### config.mk
export PLATFORM = sky130hd
export DESIGN_NAME = adu_front
export DESIGN_NICKNAME = d
export VERILOG_FILES = /design/src/adu_pkg.sv /design/src/adu_front.sv
export SDC_FILE = /design/constraint.sdc
export NUM_CORES = 1
export LEC_CHECK = 0
export BUFFER_PORTS_ARGS = -buffer_cell sky130_fd_sc_hd__buf_2
export CORE_MARGIN = 2
export CORE_UTILIZATION = 58
export CTS_CLUSTER_DIAMETER = 150
export DETAILED_ROUTE_END_ITERATION = 8
export GPL_TIMING_DRIVEN = 0
export PLACE_DENSITY = 0.94
export SYNTH_ARGS = -nofsm -noshare
export SYNTH_HDL_FRONTEND = slang
export SYNTH_SLANG_ARGS = --single-unit
### constraint.sdc
create_clock -name clk_i -period 13.7 [get_ports clk_i]
set_input_delay 2.055 -clock clk_i [delete_from_list [all_inputs] [get_ports clk_i]]
set_output_delay 2.055 -clock clk_i [all_outputs]
set_load 0.02 [all_outputs]
### src/adu_pkg.sv
// Shared constants, lane codes and table functions for the angular distance unit.
package adu_pkg;

  localparam int FRAC_BITS_DEF     = 16;
  localparam int CORDIC_STAGES_DEF = 24;

  localparam int RA_W  = 25;
  localparam int DEC_W = 24;
  localparam int SEP_W = 24;

  localparam int ANG_FRAC = 32;
  localparam int ANG_W    = 42;
  localparam int VAL_W    = 34;
  localparam int T_W      = 32;
  localparam int SQ_W     = 62;
  localparam int SQRT_STG = 31;
  localparam int Q_SH     = 30;

  localparam logic signed [VAL_W-1:0] GAIN_INV = VAL_W'(652032875);
  localparam logic [63:0] RAD_TO_DEG_Q26 = 64'd3845054675;

  localparam int LANES     = 3;
  localparam int LANE_DEC1 = 0;
  localparam int LANE_DEC2 = 1;
  localparam int LANE_DRA  = 2;

  localparam int QUEUE_DEPTH = 2;

  localparam longint IN_SPAN      = longint'(1) << RA_W;
  localparam longint FULL_RAW_DEF = longint'(360) << FRAC_BITS_DEF;
  localparam longint OFS_RAW_DEF  =
    FULL_RAW_DEF / 2 + (IN_SPAN / FULL_RAW_DEF + 1) * FULL_RAW_DEF;
  localparam longint U_MAX_DEF    = IN_SPAN + OFS_RAW_DEF;
  localparam int     RED_W_DEF    = $clog2(U_MAX_DEF + 1);
  localparam int     RED_STG_DEF  = $clog2(U_MAX_DEF / FULL_RAW_DEF + 1);

  // Long division by shift and subtract, evaluated at elaboration only.
  function automatic logic [63:0] udiv64(input logic [63:0] num, input logic [63:0] den);
    logic [63:0] quo;
    logic [63:0] rem;
    quo = '0;
    rem = '0;
    for (int b = 63; b >= 0; b--) begin
      rem = {rem[62:0], num[b]};
      if (rem >= den) begin
        rem    = rem - den;
        quo[b] = 1'b1;
      end
    end
    return quo;
  endfunction

  // atan(2^-idx) in degrees with 32 fraction bits, from a floored Taylor series.
  function automatic logic [63:0] atan_entry(input int idx);
    logic [63:0] acc;
    logic [63:0] term;
    logic        add;
    acc = '0;
    add = 1'b1;
    if (idx == 0) begin
      return 64'd45 << ANG_FRAC;
    end
    for (int k = 1; k * idx <= 60; k += 2) begin
      term = udiv64(64'd1 << (60 - k * idx), 64'(k));
      acc  = add ? acc + term : acc - term;
      add  = !add;
    end
    return ((acc >> 28) * RAD_TO_DEG_Q26) >> 26;
  endfunction

endpackage

### src/adu_front.sv
// Input side: takes coordinate beats, offsets the three angles, and queues them.
module adu_front import adu_pkg::*; #(
  parameter int     RED_W   = RED_W_DEF,
  parameter longint OFS_RAW = OFS_RAW_DEF
) (
  input  logic                    clk_i,
  input  logic                    rst_ni,
  input  logic                    push,
  output logic                    full,
  input  logic [RA_W-1:0]         first_ra_i,
  input  logic signed [DEC_W-1:0] first_dec_i,
  input  logic [RA_W-1:0]         second_ra_i,
  input  logic signed [DEC_W-1:0] second_dec_i,
  input  logic                    deq_i,
  output logic                    q_valid_o,
  output logic [RED_W-1:0]        u_o [LANES]
);

  localparam int QPTR_W = $clog2(QUEUE_DEPTH);
  localparam int QCNT_W = $clog2(QUEUE_DEPTH + 1);
  localparam logic signed [RED_W:0] OFS = (RED_W+1)'(OFS_RAW);

  logic signed [RA_W:0]  dra;
  logic [RED_W-1:0]      u_in [LANES];
  logic [RED_W-1:0]      mem_q [QUEUE_DEPTH][LANES];
  logic [QPTR_W-1:0]     wr_ptr_q, wr_ptr_d, rd_ptr_q, rd_ptr_d;
  logic [QCNT_W-1:0]     cnt_q, cnt_d;
  logic                  push_ok;

  // Shift every angle positive so the back end reduces with plain subtracts.
  assign dra = $signed({1'b0, second_ra_i}) - $signed({1'b0, first_ra_i});
  assign u_in[LANE_DEC1] = RED_W'((RED_W+1)'(first_dec_i) + OFS);
  assign u_in[LANE_DEC2] = RED_W'((RED_W+1)'(second_dec_i) + OFS);
  assign u_in[LANE_DRA]  = RED_W'((RED_W+1)'(dra) + OFS);

  assign full      = (cnt_q == QCNT_W'(QUEUE_DEPTH));
  assign q_valid_o = (cnt_q != '0);
  assign push_ok   = push && !full;
  assign u_o       = mem_q[rd_ptr_q];

  always_comb begin
    wr_ptr_d = push_ok ? wr_ptr_q + QPTR_W'(1) : wr_ptr_q;
    rd_ptr_d = deq_i ? rd_ptr_q + QPTR_W'(1) : rd_ptr_q;
    cnt_d    = cnt_q + QCNT_W'(push_ok) - QCNT_W'(deq_i);
  end

  always_ff @(posedge clk_i or negedge rst_ni) begin
    if (!rst_ni) begin
      wr_ptr_q <= '0;
      rd_ptr_q <= '0;
      cnt_q    <= '0;
    end else begin
      wr_ptr_q <= wr_ptr_d;
      rd_ptr_q <= rd_ptr_d;
      cnt_q    <= cnt_d;
    end
  end

  always_ff @(posedge clk_i) begin
    if (push_ok) begin
      mem_q[wr_ptr_q] <= u_in;
    end
  end

  a_deq_nonempty: assert property (@(posedge clk_i) disable iff (!rst_ni)
    deq_i |-> q_valid_o)
    else $error("dequeue from empty front queue");

  a_cnt_bound: assert property (@(posedge clk_i) disable iff (!rst_ni)
    cnt_q <= QCNT_W'(QUEUE_DEPTH))
    else $error("front queue count overflow");

endmodule

==> impl_summary.md, run 1 <==
Setup path
The worst flop-to-flop path startpoint is cnt_q[1]$_DFF_PN0_. The worst setup path is launched from an input pin. The register-to-register setup slack is between 10000 and 15000 ps. At the worst endpoint, the required time is around 14000 ps. The signal on the critical path passes through buf_2 -> inv_1 -> ha_1 -> inv_1 -> fa_1 -> a21o_1 -> a221o_2 -> a211o_1 -> a41o_1 -> xor2_1 -> nor4b_2 -> a311oi_2 -> xnor2_1. The number of stages on the worst setup path is 13. The cell type group with the largest total delay on the critical path is compound AO/OA/AOI/OAI gates. The worst register-to-register path has a depth of 4. In this run the worst path has a maximum fanout of 5.

The worst setup path is of the in2reg kind. The buffers plus inverters on the worst setup path is 3. The slowest stage of the critical path is the sky130_fd_sc_hd__nor4b_2 cell. At the worst endpoint, the arrival time is 5170 ps. The endpoint of the lowest-slack register-to-register path is mem_q[0][52]$_DFFE_PP_. The category of the worst setup path capture point is a flop. The most repeated library cell on the critical path is sky130_fd_sc_hd__inv_1. The largest single stage delay on the critical path is 450 ps.

Flow run
Across the run, the number of max-cap violations was 0.

Logic synthesis
The share of the Yosys chip area taken by registers is 0.648. Among all flip-flop cells after synthesis, the most frequent one is sky130_fd_sc_hd__edfxtp_1. The number of synthesized register bits is 166. The synthesized design contains 162 enable-type register cells. Of all flip-flops after synthesis, the portion carrying an async set or reset was 0.0241. In this run the mean area of a mapped cell was ~15 sq um. In this run, distinct cell masters in the synthesized netlist total 51. The top cell type's share of synthesized area is 0.635. After synthesis, the cell types taking the most area are sky130_fd_sc_hd__edfxtp_1 (63%), sky130_fd_sc_hd__mux2_2 (12%), sky130_fd_sc_hd__ha_1 (4.9%). For this run, the number of Yosys warnings is 0.

The post-synthesis net count is 640. The biggest area contributor in the post-synthesis netlist is sky130_fd_sc_hd__edfxtp_1. In the synthesized netlist, the number of instances is between 500 and 600.

The netlist area before placement is around 7700 sq um.

Clock tree
Post-CTS repair changed the size of 0 cells. The clock net sink count is roughly 170. The CTS tree is yes. The tree is rooted in a sky130_fd_sc_hd__clkbuf_16.

The buffer count from post-CTS setup fixing is 0. The clock transition at the registers of the reported paths is approximately 60 ps. The later-pin clock latency in the skew report is between 400 and 500 ps. The CTS buffer count is 17. The maximum level of the CTS H-tree is 4.

Counting along the longest clock path gives a buffer depth of 2. The number of buffers inserted for hold repair after clock tree synthesis is 0.

Place
The final HPWL from detailed placement is roughly 11 mm. At the end of routability-driven placement, the weighted congestion stood at between 0.8 and 0.9. After detailed placement, the design holds a cell count of between 800 and 900. The count of buffers added on input and output ports is between 150 and 200.

Floorplan
The overall die width is roughly 120 um. The effective utilization at floorplan is 0.586. The floorplan step defined a die boundary enclosing 14200 sq um. Measured along the y axis, the die boundary spans 119 um. The boundary pin count is about 190. After floorplanning, the core was sized to cover roughly 13000 sq um. Row generation in the floorplan step produced 42 rows.

Global routing
The remaining global-route overflow is 0. The first global-routing pass estimated approximately 24 mm of wire. For this run, the total global-route usage over all layers was measured as 0.220. The number of antenna violations at the first check in global routing is 0. Entering global routing, the biggest net connects between 50 and 60 pins.

The number of global-route vias before repair is 4911.

Layout
In the final layout, the share of cells above drive strength 1 is 0.427. The count of nets after finishing is approximately 850. Leaving out filler cells and counting taps, the final layout contains around 900. The antenna diode count is 0.

Relative to the synthesized area, the layout overhead comes to 23.2%.

STA
The final setup violation count is 0. The minimum clock period is around 5000 ps. Measured against its own limit, the worst slew margin works out to 0.508. Setup repair after global routing left no endpoint under its margin. The number of failing hold endpoints at the final stage is 0. The final period utilization is 0.366.

The maximum frequency from static timing analysis is roughly 0.20 GHz. The number of pins exceeding their max-slew limit in the final report came to 0. Across the routed clock network, the largest skew measured is between 8 and 9 ps.

The measured slew at the worst slew-check pin is 737 ps. The setup total negative slack is 0 ps.

Power and ir drop
Summed over all cells, the static leakage comes to around 3.8 nW. The power density over cell area is a little under 200 nW/um^2. The worst-case IR drop observed on VDD is between 100 and 150 uV.

Routing
In the routed design, unresolved DRC markers number 0. The average wire length per cell after detail routing is ~17 um. In this run the remaining antenna-violating nets after routing total 0. Before antenna repair, the detailed router went through 5 iterations. The via density per instance is about 5.5.

In this run, the number of DRC markers left after iteration 0 of detailed routing was ~380. After detailed routing, the total wire length is approximately 15 mm. The count of vias placed by the detailed router is just under 5000.

Run status
The flow ran to the end, and the final reports show no timing, DRC or antenna violations.

Hold path
The worst hold path stage count is 1. The path with the worst hold slack has its endpoint at cnt_q[1]$_DFF_PN0_. The worst hold path belongs to the class reg2reg.

The startpoint identified for the worst hold timing path is cnt_q[1]$_DFF_PN0_.
## how the worst max path moves through the flow
stage	startpoint	to	slack (ps)
after floorplan	push	mem_q[0][0]$_DFFE_PP_	7650
after global placement	push	mem_q[0][25]$_DFFE_PP_	6170
after detailed placement	second_ra_i[0]	mem_q[1][23]$_DFFE_PP_	8270
after CTS	second_ra_i[0]	mem_q[1][23]$_DFFE_PP_	8690
after global routing	second_ra_i[0]	mem_q[0][23]$_DFFE_PP_	8510
final	second_ra_i[0]	mem_q[0][25]$_DFFE_PP_	8690
## where the power goes
group | switching (mW) | leakage, nW | total, mW | internal (mW)
clock | 0.189 | 0.271 | 0.440 | 0.251
sequential | 0.0300 | 1.54 | 0.741 | 0.711
combinational | 0.420 | 2.00 | 0.685 | 0.266
total | 0.638 | 3.81 | 1.87 | 1.23
## layer usage
layer | routed length [um] | GRT usage | vias up
met5 | 0 | 0 | -
met2 | 8010 | 0.390 | 202
met1 | 6080 | 0.260 | 2363
met4 | 261 | 0.0960 | 0
li1 | - | - | 2336
met3 | 1060 | 0.0436 | 22
## metrics by stage
stage               worst slack, ps  instance area [sq um]   util  power, mW  hold slack, ps
finish                         8690                   9440  0.722       1.87             547
global route                   8510                   9440  0.722       1.94             563
floorplan                      7650                   7670      -       1.21             460
CTS                            8690                   9440  0.722       1.88             540
detailed placement             8270                   8890  0.679       1.43             530
global placement               6170                   8810  0.673       1.40             476
## layout make-up
class                      count  area [sq um]
buffer                        10          37.5
clock buffer                  18           429
clock inverter                14           125
fill                         828          3640
inverter                      38           143
multi-input combinational    293          2530
sequential                   166          4960
tap                          176           220
timing repair buffer         187           988
## cells by family after synthesis
family,after synthesis,share of synthesized area
xor+xnor,38,0.0434
flops,166,0.648
buf+inv,48,0.0235
mux,82,0.120
compound gates,69,0.0659
fa+ha+maj,31,0.0516
simple gates,73,0.0477
## cells in the final DEF (no fill, tap or decap), types with 3 or more instances in the layout
cell type / n
sky130_fd_sc_hd__a21o_1: 10
sky130_fd_sc_hd__a21oi_1: 20
sky130_fd_sc_hd__a221oi_1: 3
sky130_fd_sc_hd__and2_1: 6
sky130_fd_sc_hd__and3_1: 4
sky130_fd_sc_hd__buf_2: 184
sky130_fd_sc_hd__clkbuf_1: 11
sky130_fd_sc_hd__clkbuf_16: 17
sky130_fd_sc_hd__clkinv_4: 4
sky130_fd_sc_hd__dfrtp_1: 4
sky130_fd_sc_hd__edfxtp_1: 162
sky130_fd_sc_hd__ha_1: 30
sky130_fd_sc_hd__inv_1: 37
sky130_fd_sc_hd__inv_6: 4
sky130_fd_sc_hd__mux2_2: 81
sky130_fd_sc_hd__nand2_1: 22
sky130_fd_sc_hd__nand3_1: 15
sky130_fd_sc_hd__nor2_1: 9
sky130_fd_sc_hd__nor3_1: 4
sky130_fd_sc_hd__o21a_1: 4
sky130_fd_sc_hd__o21ai_0: 6
sky130_fd_sc_hd__o21ai_1: 3
sky130_fd_sc_hd__xnor2_1: 23
sky130_fd_sc_hd__xor2_1: 15
## sequential cells by signal (all words and copies together) (netlist names)
name	cells
mem_q	162
cnt_q	2
wr_ptr_q	1
rd_ptr_q	1
## Yosys cell counts (all sizes together), types with 2 or more instances
cell,number
a2111oi,2
a211oi,2
a21boi,2
a21o,11
a21oi,20
a221o,2
a221oi,3
a311oi,2
a31oi,2
and2,6
and3,5
clkbuf,10
dfrtp,4
edfxtp,162
ha,30
inv,38
mux2,81
nand2,22
nand3,15
nor2,11
nor2b,2
nor3,4
o21a,4
o21ai,9
o21bai,2
or2,2
xnor2,23
xor2,15
## worst reg2reg max path: stages, from the launching register on
cell and delay, ps:
sky130_fd_sc_hd__dfrtp_1 410, sky130_fd_sc_hd__nand2b_1 150, sky130_fd_sc_hd__nand2_1 170, sky130_fd_sc_hd__nor2_4 610
sky130_fd_sc_hd__buf_12 300
(Power assumes the default switching activity.)
==> run 2, diff against run 1 <==
--- a/config.mk
+++ b/config.mk
@@ -7,11 +7,11 @@
 export LEC_CHECK = 0
 export BUFFER_PORTS_ARGS = -buffer_cell sky130_fd_sc_hd__buf_2
 export CORE_MARGIN = 2
-export CORE_UTILIZATION = 58
+export CORE_UTILIZATION = 54
 export CTS_CLUSTER_DIAMETER = 150
 export DETAILED_ROUTE_END_ITERATION = 8
 export GPL_TIMING_DRIVEN = 0
-export PLACE_DENSITY = 0.94
+export PLACE_DENSITY = 0.88
 export SYNTH_ARGS = -nofsm -noshare
 export SYNTH_HDL_FRONTEND = slang
 export SYNTH_SLANG_ARGS = --single-unit
==> constraint.sdc (replaced) <==
create_clock -name clk_i -period 5.13 [get_ports clk_i]
set_input_delay 0.7695 -clock clk_i [delete_from_list [all_inputs] [get_ports clk_i]]
set_output_delay 0.7695 -clock clk_i [all_outputs]
set_load 0.02 [all_outputs]
==> run 2 against run 1 <==
Flip-flop and latch count did not move. Total power rose to 2.7 times the previous value. Design area rose by 0.69%. Clock power rose to 3.0 times the previous value. Setup slack got worse by 7400 ps. Core utilization fell by 3.7 points. Register-to-register slack got worse by 8600 ps. Global-route usage fell by 1.5 points. Cell count rose by 0.44%. Clock-buffer cell count did not move.
==> impl_summary.md, run 2 (synthesis results as in run 1) <==
Routing
The number of routed nets with antenna violations is 0 (unchanged). The detailed-routing iteration count for the pre-antenna-repair pass came to 4 (-1). The violation count after the first detailed-routing iteration is 308 (-18%). The via density per instance is 5.43 (-0.44%). The total wire length is 15.6 mm (+1.6%). The count of vias placed by the detailed router is 4923 (unchanged). The number of remaining DRC errors came to 0 (unchanged). The average wire length per cell after detail routing is 17.3 um (+1.1%).

Clock tree
The clock transition at the registers of the reported paths was 70 ps (about the same). The buffer count from post-CTS setup fixing is 0 (unchanged). The clock net sink count is 166 (unchanged). The CTS buffer count is 17 (unchanged). The maximum count of clock buffers along a single path is 2 (unchanged). The maximum level of the CTS H-tree is 4 (unchanged). The later-pin clock latency in the skew report is 410 ps (about the same).

The number of buffers inserted for hold repair after clock tree synthesis came to 0 (unchanged). The count of instances resized after the clock tree is built was 0 (unchanged). The cell chosen for the clock root is sky130_fd_sc_hd__clkbuf_16. The CTS tree is yes.

Place
The final HPWL from detailed placement is 11.3 mm (+1.4%). The count of input and output buffers is 184 (unchanged). The pre-CTS setup slack was 924 ps (-7340 ps).

The final estimated routing congestion in global placement was 0.899 (+0.59%).

Layout
The ratio of cells with drive above 1 in the final layout is 0.430 (+0.00275). The most frequent standard cell in the layout excluding fill and tap cells is sky130_fd_sc_hd__buf_2. The sequential cell area is 4960 sq um (unchanged).

The largest registers in the layout are mem_q x162, cnt_q x2. The antenna diode count is 0 (unchanged). The number of fillers in the final layout is 962 (+16%).

mem_q holds more flip-flops than any other register. The share of the core filled with cells is 0.685 (-0.0367). The synthesis-to-finish area growth is 24.0%.

Leaving out fill and tap cells, the most frequent cells in the layout are sky130_fd_sc_hd__buf_2 (184), sky130_fd_sc_hd__edfxtp_1 (162), sky130_fd_sc_hd__mux2_2 (81), sky130_fd_sc_hd__inv_1 (37), sky130_fd_sc_hd__ha_1 (30). The flip-flop count of the largest register, all copies and words added is 162 (unchanged). The area occupied by multi-input gates is 2530 sq um (unchanged). The count of nets after finishing is 846 (unchanged).

STA
The final setup slack of the worst path was 1330 ps (-7350 ps). The worst setup skew after layout was 6.73 ps (-1.80 ps). Setup repair after global routing left no endpoint under its margin. The measured slew at the worst slew-check pin is 805 ps (+68.5 ps).

The final setup violation count came to 0 (unchanged). The minimum clock period is 3800 ps. The number of failing hold endpoints at the final stage is 0 (unchanged). The headroom to the max-slew limit is 0.462 (-0.0458). The maximum frequency from static timing analysis is roughly 0.26 GHz. The number of pins exceeding their max-slew limit in the final report is 0 (unchanged).

The final period utilization is 0.740.

Global routing
The number of global-route vias before repair came to 4787 (-2.5%). The most crowded layer after global routing is met2. The pin count of the biggest net entering global routing came to 47 (-16%).

The global-route usage over all layers was 0.205 (-0.0151). The wire length of the first global-routing pass is 23.6 mm (-1.2%). The met2 layer usage reported by global route came to 0.355 (-0.0354). The remaining global-route overflow is 0 (unchanged). The met1 usage in global routing is 0.250 (-0.00928).

The met3 routing resource usage after global routing is 0.0521 (+0.00854). The number of antenna violations at the first check in global routing came to 0 (unchanged).

Floorplan
The die area is 15200 sq um (+7.2%). The floorplan die height came to 123 um (+3.5%). The number of rows in the core area came to 43 (+2.4%).

The effective utilization at floorplan is 0.552 (-0.0336). The overall die width is 123 um (+3.5%). The core footprint is 13900 sq um (+6.1%). The boundary pin count was 185 (unchanged).

Power and ir drop
The maximum vdd drop is 261 uV (+150%). The static leakage came to 3.84 nW (+0.66%). The power density over cell area is 537 nW/um^2 (+170%).

Setup path
The path depth of the worst reg2reg path is 4 (unchanged). The endpoint of the lowest-slack register-to-register path is mem_q[0][27]$_DFFE_PP_. The critical path's largest stage delay is 420 ps (-30 ps). The startpoint identified for the worst register-to-register timing path is cnt_q[1]$_DFF_PN0_. The worst setup path is captured at a flop. The critical path data arrival time is 3930 ps (-1240 ps).

Walking the worst path, the cells encountered are buf_2 -> inv_1 -> ha_1 -> inv_1 -> fa_1 -> a21o_1 -> a221o_2 -> a211o_1 -> a41o_1 -> xor2_1 -> nor4b_2 -> nand3_1 -> xor2_1. The master of the slowest instance on the critical path is sky130_fd_sc_hd__nor4b_2. The nature of the critical path startpoint is an input pin.

The biggest fanout along the worst timing path was 5 (unchanged). The path type of the worst setup path is in2reg. The register-to-register setup slack came to 3170 ps (-8570 ps). The data required time of the worst path is 5260 ps (-8600 ps).

Flow run
The reported max-cap violation count is 0 (unchanged).

Run status
The run finished with clean final reports.

Hold path
The classification of the worst-slack hold path is in2async.
run 2: critical path, delay by kind of cell:
kind                     cells  cell delay [ps]
XOR/XNOR                     2              510
adder cells (fa/ha/maj)      2              600
AND/OR/NAND/NOR              2              570
AO/OA/AOI/OAI                4             1260
buffers and inverters        3              220
run 2: routing by layer:
layer	wire (um)	share of wire
met1	6450	0.41
met2	7850	0.50
met3	1130	0.072
met4	210	0.013
met5	0	0
run 2: cell type report:
cell class                 count  share of cell area
sequential                   166               0.522
clock buffer                  18              0.0451
inverter                      38              0.0150
multi-input combinational    293               0.267
timing repair buffer         187               0.104
tap                          180              0.0237
buffer                        10             0.00395
clock inverter                14              0.0195
run 2: stage by stage:
stage | instance area [sq um] | power [mW] | TNS (ps) | hold WS (ps) | instances
3_5_place_dp | 8890 | 3.83 | 0 | 491 | 874
5_1_grt | 9510 | 5.35 | 0 | 132 | 906
6_report | 9510 | 5.11 | 0 | 151 | 906
4_1_cts | 9510 | 5.16 | 0 | 129 | 906
2_1_floorplan | 7670 | 3.24 | 0 | 460 | 507
3_3_place_gp | 8810 | 3.77 | -101210 | 476 | 871
run 2: power breakdown:
part	internal, mW	switching, mW
Clock	0.780	0.529
Combinational	0.709	1.11
Sequential	1.90	0.0811
run 2: how the worst max path moves through the flow:
| stage | start | endpoint | cells after the start |
|---|---|---|---|
| final | second_ra_i[0] | mem_q[0][23]$_DFFE_PP_ | 13 |
| after global routing | second_ra_i[0] | mem_q[0][23]$_DFFE_PP_ | 13 |
| after CTS | second_ra_i[0] | mem_q[0][23]$_DFFE_PP_ | 13 |
| after detailed placement | second_ra_i[0] | mem_q[0][23]$_DFFE_PP_ | 13 |
| after global placement | push | mem_q[0][26]$_DFFE_PP_ | 3 |
| after floorplan | push | mem_q[0][0]$_DFFE_PP_ | 2 |
==> run 3, diff against run 2 <==
--- a/config.mk
+++ b/config.mk
@@ -7,11 +7,11 @@
 export LEC_CHECK = 0
 export BUFFER_PORTS_ARGS = -buffer_cell sky130_fd_sc_hd__buf_2
 export CORE_MARGIN = 2
-export CORE_UTILIZATION = 54
+export CORE_UTILIZATION = 49
 export CTS_CLUSTER_DIAMETER = 150
 export DETAILED_ROUTE_END_ITERATION = 8
 export GPL_TIMING_DRIVEN = 0
-export PLACE_DENSITY = 0.88
+export PLACE_DENSITY = 0.85
 export SYNTH_ARGS = -nofsm -noshare
 export SYNTH_HDL_FRONTEND = slang
 export SYNTH_SLANG_ARGS = --single-unit
==> constraint.sdc (replaced) <==
create_clock -name clk_i -period 3.05 [get_ports clk_i]
set_input_delay 0.4575 -clock clk_i [delete_from_list [all_inputs] [get_ports clk_i]]
set_output_delay 0.4575 -clock clk_i [all_outputs]
set_load 0.02 [all_outputs]
==> run 3 against run 2 <==
Design area increased by 1.4%. Via count down 1.7%. Clock-buffer cell count shrank 1. Hold slack better by 79 ps. Clock skew down 1.1 ps. Highest routed layer unchanged. Die area up 9.9%. Setup slack lost 1300 ps. Flip-flop and latch count is the same. Sequential power is 68% higher. Critical path type unchanged. Register-to-register slack got worse by 2100 ps. Global-route usage decreased by 3.1 points. Largest cell class unchanged.
==> impl_summary.md, run 3 (synthesis results as in run 1) <==
Power and ir drop
The power consumption is 8.43 mW (+65%). The maximum vdd drop is 390 uV (+49%). The power density over cell area is 875 nW/um^2 (+63%).

The static leakage is 3.87 nW (+0.91%).

STA
The number of pins exceeding their max-slew limit in the final report is 0 (unchanged). The final setup violation count was 0 (unchanged). Setup repair after global routing could not meet its margin everywhere. The worst setup skew after layout is 5.63 ps (-1.10 ps). The maximum frequency from static timing analysis is roughly 0.33 GHz. The smallest hold slack came to 230 ps (+79.0 ps). The minimum clock period is between 3000 and 4000 ps. The number of failing hold endpoints at the final stage is 0 (unchanged).

In the finished design, the share of the clock period the worst path needs comes to 0.986. The headroom to the max-slew limit came to 0.441 (-0.0205). The measured slew at the worst slew-check pin is 836 ps (+30.7 ps). The setup total negative slack is 0 ps (unchanged).

Floorplan
The boundary pin count is 185 (unchanged). The die area came to 16700 sq um (+9.9%). The number of rows in the core area is 45 (+4.7%).

The overall die width was 129 um (+4.8%). The effective utilization at floorplan is 0.502 (-0.0499). The core footprint is 15300 sq um (+9.9%). The floorplan die height is 129 um (+4.8%).

Setup path
The biggest fanout along the worst timing path is 3 (-2). The worst flop-to-flop path startpoint is cnt_q[0]$_DFF_PN0_. The path depth of the worst reg2reg path was 4 (unchanged). The critical path data arrival time is 3170 ps (-760 ps). The worst setup path is captured at a flop. The worst setup path is launched from an input pin.

The startpoint of the worst setup timing path is second_ra_i[0]. The critical path is of the in2reg type. The data required time of the worst path came to 3210 ps (-2050 ps).

Global routing
The global-route usage over all layers is 0.173 (-0.0315). The number of antenna violations at the first check in global routing is 0 (unchanged). The number of global-route vias before repair is 4708 (-1.7%). The pin count of the biggest net entering global routing is 57 (+21%). The remaining global-route overflow is 0 (unchanged).

The wire length of the first global-routing pass is 22.5 mm (-4.8%).

Routing
The violation count after the first detailed-routing iteration came to 209 (-32%). The via density per instance is 5.13 (-5.6%). The average wire length per cell after detail routing is 15.6 um (-9.6%). The detailed-routing iteration count for the pre-antenna-repair pass is 4 (unchanged). The total wire length was 14.7 mm (-5.8%). The count of vias placed by the detailed router is 4841 (-1.7%). The number of remaining DRC errors is 0 (unchanged).

The number of routed nets with antenna violations is 0 (unchanged).

Hold path
The critical hold path startpoint is first_dec_i[9]. The min-delay analysis places its worst path in the category in2reg. The worst hold path stage count is 1.

Clock tree
The clock transition at the registers of the reported paths is 70 ps (about the same). The CTS tree is yes. The maximum level of the CTS H-tree is 4 (unchanged). The maximum count of clock buffers along a single path is 2 (unchanged). The CTS buffer count was 17 (unchanged). The cell chosen for the clock root is sky130_fd_sc_hd__clkbuf_16. The later-pin clock latency in the skew report came to 420 ps (about the same).

The clock net sink count is 166 (unchanged).

Layout
The share of the core filled with cells came to 0.632 (-0.0531). The ratio of cells with drive above 1 in the final layout is 0.449 (+0.0191). The flip-flop count of the largest register, all copies and words added is 162 (unchanged). The post-layout instance area was 9640 sq um (+1.4%).

The most frequent standard cell in the layout excluding fill and tap cells is sky130_fd_sc_hd__buf_2. The largest registers in the layout are mem_q x162, cnt_q x2. The count of nets after finishing is 853 (+0.83%). The synthesis-to-finish area growth is 25.8%.

The antenna diode count is 0 (unchanged). Leaving out fill and tap cells, the most frequent cells in the layout are sky130_fd_sc_hd__buf_2 (183), sky130_fd_sc_hd__edfxtp_1 (162), sky130_fd_sc_hd__mux2_2 (81), sky130_fd_sc_hd__inv_1 (35), sky130_fd_sc_hd__ha_1 (29). The register with the most flip-flops is mem_q.

Place
The count of input and output buffers is 184 (unchanged). The cell area after placement is 8970 sq um (+0.93%). The final estimated routing congestion in global placement is 0.937 (+4.3%). The final HPWL from detailed placement is 10.9 mm (-3.3%).

Run status
The flow ran to the end, and the final reports show no timing, DRC or antenna violations.

Flow run
The reported max-cap violation count is 0 (unchanged).
[run 3: per-stage QoR]
| step | setup WS [ps] | cells |
|---|---|---|
| 2_1_floorplan | -69.5 | 507 |
| 3_3_place_gp | -686 | 902 |
| 3_5_place_dp | -516 | 905 |
| 4_1_cts | 56.2 | 940 |
| 5_1_grt | -66.3 | 944 |
| 6_report | 42.2 | 944 |
[run 3: path summary, 6_finish.rpt]
kind	end	slack, ps
worst max-delay path	mem_q[0][25]$_DFFE_PP_	40
worst min-delay path	mem_q[0][63]$_DFFE_PP_	230
worst max register to register	mem_q[0][49]$_DFFE_PP_	1030
worst min register to register	cnt_q[1]$_DFF_PN0_	500
max in group asynchronous	cnt_q[0]$_DFF_PN0_	2560
min in group asynchronous	rd_ptr_q$_DFFE_PN0P_	380
[run 3: critical path, stage by stage]
cell                       delay, ps
sky130_fd_sc_hd__buf_8           110
sky130_fd_sc_hd__inv_12           40
sky130_fd_sc_hd__ha_4            130
sky130_fd_sc_hd__inv_2            40
sky130_fd_sc_hd__fa_2            350
sky130_fd_sc_hd__a21o_1          190
sky130_fd_sc_hd__a221o_2         410
sky130_fd_sc_hd__a211o_1         350
sky130_fd_sc_hd__a41o_1          270
sky130_fd_sc_hd__xor2_2          170
sky130_fd_sc_hd__nor4b_4         310
sky130_fd_sc_hd__a311oi_2        160
sky130_fd_sc_hd__xnor2_1         180
[run 3: area by class of cell]
cell class	count	area, sq um
plain buffers	10	37.5
repair buffers	194	1050
clock buffers	17	425
well taps	211	264
flip-flops and latches	166	4960
clock inverters	15	143
multi-input cells	293	2600
inverters	38	155
fillers	1071	5620
[run 3: metal layers]
| metal | track usage | share of wire | vias to the layer above | wire [um] |
|---|---|---|---|---|
| met4 | 0.0614 | 0.020 | 0 | 289 |
| met1 | 0.206 | 0.41 | 2304 | 6110 |
| met3 | 0.0413 | 0.059 | 23 | 868 |
| li1 | - | - | 2350 | - |
| met2 | 0.309 | 0.51 | 164 | 7470 |
| met5 | 0 | 0 | - | 0 |
[run 3: report_power, final]
group	switching [mW]	total (mW)	internal (mW)
combinational	1.86	3.08	1.22
clock	0.885	2.03	1.14
sequential	0.128	3.32	3.19
total	2.88	8.43	5.55
[run 3: timing repair]
| item | CTS | global route |
|---|---|---|
| setup buffers | 2 | 4 |
| resized for setup | 0 | 10 |
| pin swaps | 0 | 11 |
| setup endpoints to repair | 4 | 8 |
| endpoints found under the hold margin | 4 | 0 |
| hold buffers | 1 | 0 |
